File: src/hw/rtl/phase_locked_vocoder_phase_core_assert.svh
// assertion macros for the phase vocoder phase core
// no dependencies; included by the modules that assert
`ifndef PHASE_LOCKED_VOCODER_PHASE_CORE_ASSERT_SVH
`define PHASE_LOCKED_VOCODER_PHASE_CORE_ASSERT_SVH

// same-cycle implication, reset masks the check
`define PVP_ASSERT_NOW(lbl, ante, cons) \
  lbl: assert property (@(posedge clk_i) disable iff (!rst_ni) (ante) |-> (cons)) \
    else $error("pvp assertion failed");

// next-cycle implication
`define PVP_ASSERT_NEXT(lbl, ante, cons) \
  lbl: assert property (@(posedge clk_i) disable iff (!rst_ni) (ante) |=> (cons)) \
    else $error("pvp assertion failed");

`endif

File: src/hw/rtl/pvp_pkg.sv
// shared types and constants of the phase vocoder phase core
// no dependencies
package pvp_pkg;

  localparam int BIN_W      = 14;
  localparam int MAG_W      = 24;
  localparam int PH_W       = 16;
  localparam int HOP_W      = 15;
  localparam int GAIN_W     = 32;
  localparam int CFG_IDX_W  = 2;
  localparam int CFG_DATA_W = 32;
  localparam int INST_W     = 48;

  localparam logic [CFG_IDX_W-1:0] CFG_HOP    = 2'd0;
  localparam logic [CFG_IDX_W-1:0] CFG_GAIN   = 2'd1;
  localparam logic [CFG_IDX_W-1:0] CFG_CUTOFF = 2'd2;

  localparam logic [HOP_W-1:0]  HOP_RST    = 15'd512;
  localparam logic [GAIN_W-1:0] GAIN_RST   = 32'd65536;
  localparam logic [BIN_W-1:0]  CUTOFF_RST = 14'd8192;

  localparam logic CMD_LOAD = 1'b0;
  localparam logic CMD_READ = 1'b1;

  typedef enum logic [4:0] {
    S_CLR,
    S_IDLE,
    S_ISSUE,
    S_EMIT,
    S_PK_RD,
    S_PK_CHK,
    S_MP_I0,
    S_MP_I1,
    S_MP_I2,
    S_MP_ID,
    S_MP_STEP,
    S_MP_WAIT,
    S_OM_RD,
    S_OM_GO,
    S_OM_WAIT,
    S_SY_A,
    S_SY_B,
    S_SY_C,
    S_CP_RD,
    S_CP_WR
  } pvp_state_e;

endpackage

File: src/hw/rtl/pvp_omega_mul.sv
// serial 48x32 multiplier for the scaled instantaneous frequency
// uses pvp_pkg widths; one 16x32 partial product per cycle
module pvp_omega_mul (
  input  logic                         clk_i,
  input  logic                         rst_ni,
  input  logic                         start_i,
  input  logic [pvp_pkg::INST_W-1:0]   inst_i,
  input  logic [pvp_pkg::GAIN_W-1:0]   gain_i,
  output logic                         done_o,
  output logic [pvp_pkg::PH_W-1:0]     omega_o
);

  localparam logic [pvp_pkg::INST_W-1:0] ACC_INIT = 48'h0000_8000_0000;

  logic                        busy_q;
  logic                        done_q;
  logic [1:0]                  step_q;
  logic [pvp_pkg::INST_W-1:0]  op_q;
  logic [pvp_pkg::INST_W-1:0]  acc_q;
  logic [pvp_pkg::INST_W-1:0]  pp_q;

  always_ff @(posedge clk_i or negedge rst_ni) begin
    if (!rst_ni) begin
      busy_q <= 1'b0;
      done_q <= 1'b0;
      step_q <= 2'd0;
    end else begin
      done_q <= 1'b0;
      if (start_i) begin
        busy_q <= 1'b1;
        step_q <= 2'd0;
      end else if (busy_q) begin
        step_q <= step_q + 2'd1;
        if (step_q == 2'd3) begin
          busy_q <= 1'b0;
          done_q <= 1'b1;
        end
      end
    end
  end

  // product is kept modulo 2^48, only bits 47:32 are used
  always_ff @(posedge clk_i) begin
    if (start_i) begin
      op_q  <= inst_i;
      acc_q <= ACC_INIT;
    end else if (busy_q) begin
      pp_q <= pvp_pkg::INST_W'(op_q[15:0] * gain_i);
      op_q <= op_q >> 16;
      case (step_q)
        2'd1:    acc_q <= acc_q + pp_q;
        2'd2:    acc_q <= acc_q + (pp_q << 16);
        2'd3:    acc_q <= acc_q + (pp_q << 32);
        default: acc_q <= acc_q;
      endcase
    end
  end

  assign done_o  = done_q;
  assign omega_o = acc_q[47:32];

endmodule

File: config.mk
export PLATFORM = sky130hd
export DESIGN_NAME = pvp_omega_mul
export DESIGN_NICKNAME = d
export VERILOG_FILES = /design/src/hw/rtl/phase_locked_vocoder_phase_core_assert.svh /design/src/hw/rtl/pvp_pkg.sv /design/src/hw/rtl/pvp_omega_mul.sv
export SDC_FILE = /design/constraint.sdc
export NUM_CORES = 2
export LEC_CHECK = 0
export BUFFER_PORTS_ARGS = -buffer_cell sky130_fd_sc_hd__buf_2
export CORE_UTILIZATION = 65
export DETAILED_ROUTE_END_ITERATION = 10
export PLACE_DENSITY = 0.83
export SYNTH_ARGS = -nofsm -noshare
export SYNTH_HDL_FRONTEND = slang
export SYNTH_SLANG_ARGS = --single-unit
File: constraint.sdc
create_clock -name clk_i -period 8.3 [get_ports clk_i]
set_input_delay 0.83 -clock clk_i [delete_from_list [all_inputs] [get_ports clk_i]]
set_output_delay 0.83 -clock clk_i [all_outputs]
set_load 0.01 [all_outputs]
==> results.py <==
metrics = {
    "sta": {
        "finalWorstSetupSlack_ns": 0.7960,
        "fin_crit_ns": 7.504,
        "setup_tns_ns": 0,
        "period_share_pct": 90.41,
        "skew_ns": 0.01634,
        "rsz0062_at_grt": "false",
        "setup-violations-final": 0,
        "tightest_slew_ns": 1.295,
        "hold_slack_ns": 0.1794,
        "max_freq_mhz": 133.3,
        "relSlewSlack_pct": 13.65,
        "report.final.slew_viol_count": 0,
        "hold_viol_final": 0,
    },
    "global_route": {
        "antenna_found_initial": 1,
        "grt_use_total_pct": 35.20,
        "grt_pass1_vias": 22117,
        "globalRouteOverflowTotal": 0,
        "grt_max_degree": 65,
        "grt_pass1_wl_mm": 114.0,
    },
    "logic_synthesis": {
        "synth_area_leaders": "fa_1 32%, edfxtp_1 11%, ha_1 10%, inv_1 6.6%, and2_1 5.8%",
        "syn_inst": 2949,
        "yosys.area.top_type": "fa_1",
        "yosysWarningCount": 0,
        "ys.flop_type": "edfxtp_1",
        "netlist_area_sq_um": 26590,
        "syn_nets": 3669,
        "yosysSeqAreaShare_pct": 14.83,
        "yosysUniqueCellTypes": 82,
        "synth_edf_count": 96,
        "avgSynthCellArea_sq_um": 9.016,
        "ys_ff_latch": 148,
        "yosys.area.top_type_share_pct": 31.70,
        "ys_async_sr_fraction_pct": 2.703,
    },
    "worst_hold_path": {
        "hp-class": "in2async",
    },
    "route": {
        "drt_wl_total_mm": 70.79,
        "drtAntennaViolNets": 0,
        "first_pass_iters": 5,
        "drtIter0Drc": 1718,
        "num_vias": 21120,
        "via_per_inst": 6.072,
        "wl_per_cell_microns": 20.35,
        "drc_errors": 0,
    },
    "cts": {
        "clk_pin_slew_ns": 0.07,
        "cts_max_level": 4,
        "clock-root-buffer": "clkbuf_16",
        "cts_buffers": 17,
        "postCtsSetupBuffers": 0,
        "cts_tree": "built",
        "cts_sinks": 148,
        "cts_buffer_depth": 2,
        "insertion_delay_ns": 0.45,
        "cts_resized": 0,
        "cts_hold_buf": 0,
    },
    "die": {
        "io_pins": 100,
        "start_util_pct": 66.46,
        "die_w_microns": 204.2,
        "dieHeight_microns": 204.2,
        "row_count": 73,
        "die_area_sq_um": 41720,
        "core-area_sq_um": 40010,
    },
    "outcome": {
        "outcome": "finished, final reports clean",
    },
    "critical_path": {
        "cp.arrival_ns": 7.68,
        "path_max_fanout": 28,
        "path_buf_inv": 3,
        "slowest_stage": "edfxtp_1",
        "crit_family": "adder cells",
        "critPathMostFrequentCell": "fa_1",
        "critPathCaptureType": "register",
        "critPathLaunchType": "register",
        "max_stage_delay_ns": 1.21,
        "worstPathRequired_ns": 8.48,
        "path_cells": "nand2_1 > fa_1 > inv_1 > fa_1 > fa_1 > fa_1 > fa_1 > inv_1 > fa_1 > inv_1 > ha_1 > and2_0 > a311oi_1 > a21o_1 > a21oi_1 > o32ai_1 > o21ai_1 > a211oi_1 > o21bai_1 > a211oi_1 > xnor2_1",
        "critPathKind": "reg2reg",
    },
    "final_layout": {
        "area_growth_pct": 4.814,
        "final_cell_area_sq_um": 27870,
        "fin_nets": 3659,
        "drive_gt1_share_pct": 7.215,
    },
    "placed_design": {
        "pre_cts_ws_ns": 0.8246,
        "dp_hpwl_mm": 56.46,
        "placed_cell_area_sq_um": 27300,
        "portBuffers": 99,
        "place_congestion": 0.9655,
    },
    "flow_run": {
        "drv_cap": 0,
    },
}
cell type report:
type	count	area, sq um
Multi-Input combinational cell	2177	20240
Fill cell	3084	12140
Sequential cell	148	3944
Inverter	470	1764
Timing Repair Buffer	125	693.2
Tap cell	525	656.9
Clock buffer	17	425.4
Clock inverter	15	141.4
Antenna cell	1	2.502
logic make-up after synthesis:
group | Yosys count | synth area share [%]
fa+ha+maj | 637 | 41.87
simple gates | 907 | 16.59
mux | 41 | 1.694
buf+inv | 624 | 9.069
flops | 148 | 14.83
compound gates | 474 | 12.06
xor+xnor | 118 | 3.887
layout by cell type (no fill, tap or decap), types with 15 or more instances in the layout:
cell	instances
inv_1	469
fa_1	421
nand2_1	410
and2_1	248
ha_1	216
a21oi_1	134
buf_2	98
edfxtp_1	96
nor2_1	88
a21o_1	83
xnor2_1	73
dfxtp_1	48
xor2_1	45
o21ai_0	43
mux2_2	32
nand3_1	31
o21ai_1	27
buf_4	27
o21bai_1	25
a221oi_1	25
a211oi_1	23
nor3_1	23
nand2b_1	19
nand4_1	19
and3_1	17
clkbuf_16	17
a31oi_1	15
through the flow:
stage                     cells  utilization [%]
after floorplan            2949                -
after global placement     3445            68.23
after detailed placement   3445            68.23
after CTS                  3477            69.65
after global routing       3477            69.65
final                      3478            69.66
per-layer routing:
| metal | part of all wire [%] | routed length (microns) | up-vias | global-route usage [%] |
|---|---|---|---|---|
| met5 | 0 | 0 | - | 0 |
| met4 | 4.2 | 2996 | 0 | 14.45 |
| met3 | 8.7 | 6177 | 233 | 6.393 |
| met2 | 49 | 34650 | 1075 | 59.16 |
| met1 | 38 | 26970 | 10328 | 44.84 |
| li1 | - | - | 9484 | - |
sequential cells by signal, indices dropped and copies added (netlist names):
register  count
acc_q        48
done_o        1
op_q         48
step_q        2
busy_q        1
pp_q         48
final timing paths:
path | startpoint | end | slack [ns] | cells after the start
min in group clk_i | acc_q[10]$_SDFFE_PP0P_ | acc_q[10]$_SDFFE_PP0P_ | 0.46 | 2
min reg2reg | acc_q[10]$_SDFFE_PP0P_ | acc_q[10]$_SDFFE_PP0P_ | 0.46 | 2
max reg2reg | op_q[7]$_DFFE_PP_ | pp_q[47]$_DFFE_PP_ | 0.80 | 21
max | op_q[7]$_DFFE_PP_ | pp_q[47]$_DFFE_PP_ | 0.80 | 21
max in group asynchronous | rst_ni | busy_q$_DFF_PN0_ | 7.99 | 1
min | rst_ni | done_o$_DFF_PN0_ | 0.18 | 1
Yosys cell counts, types with 31 or more instances:
cell,number
mux2_2,32
clkbuf_1,132
edfxtp_1,96
xor2_1,45
a21o_1,83
a21oi_1,134
and2_1,248
fa_1,421
ha_1,216
nand3_1,31
o21ai_0,43
nand2_1,410
dfxtp_1,48
nor2_1,88
inv_1,469
xnor2_1,73
Power is left out: the tool's default activity adds up to more than one toggle a clock period on the data nets, which glitch-free logic cannot reach.
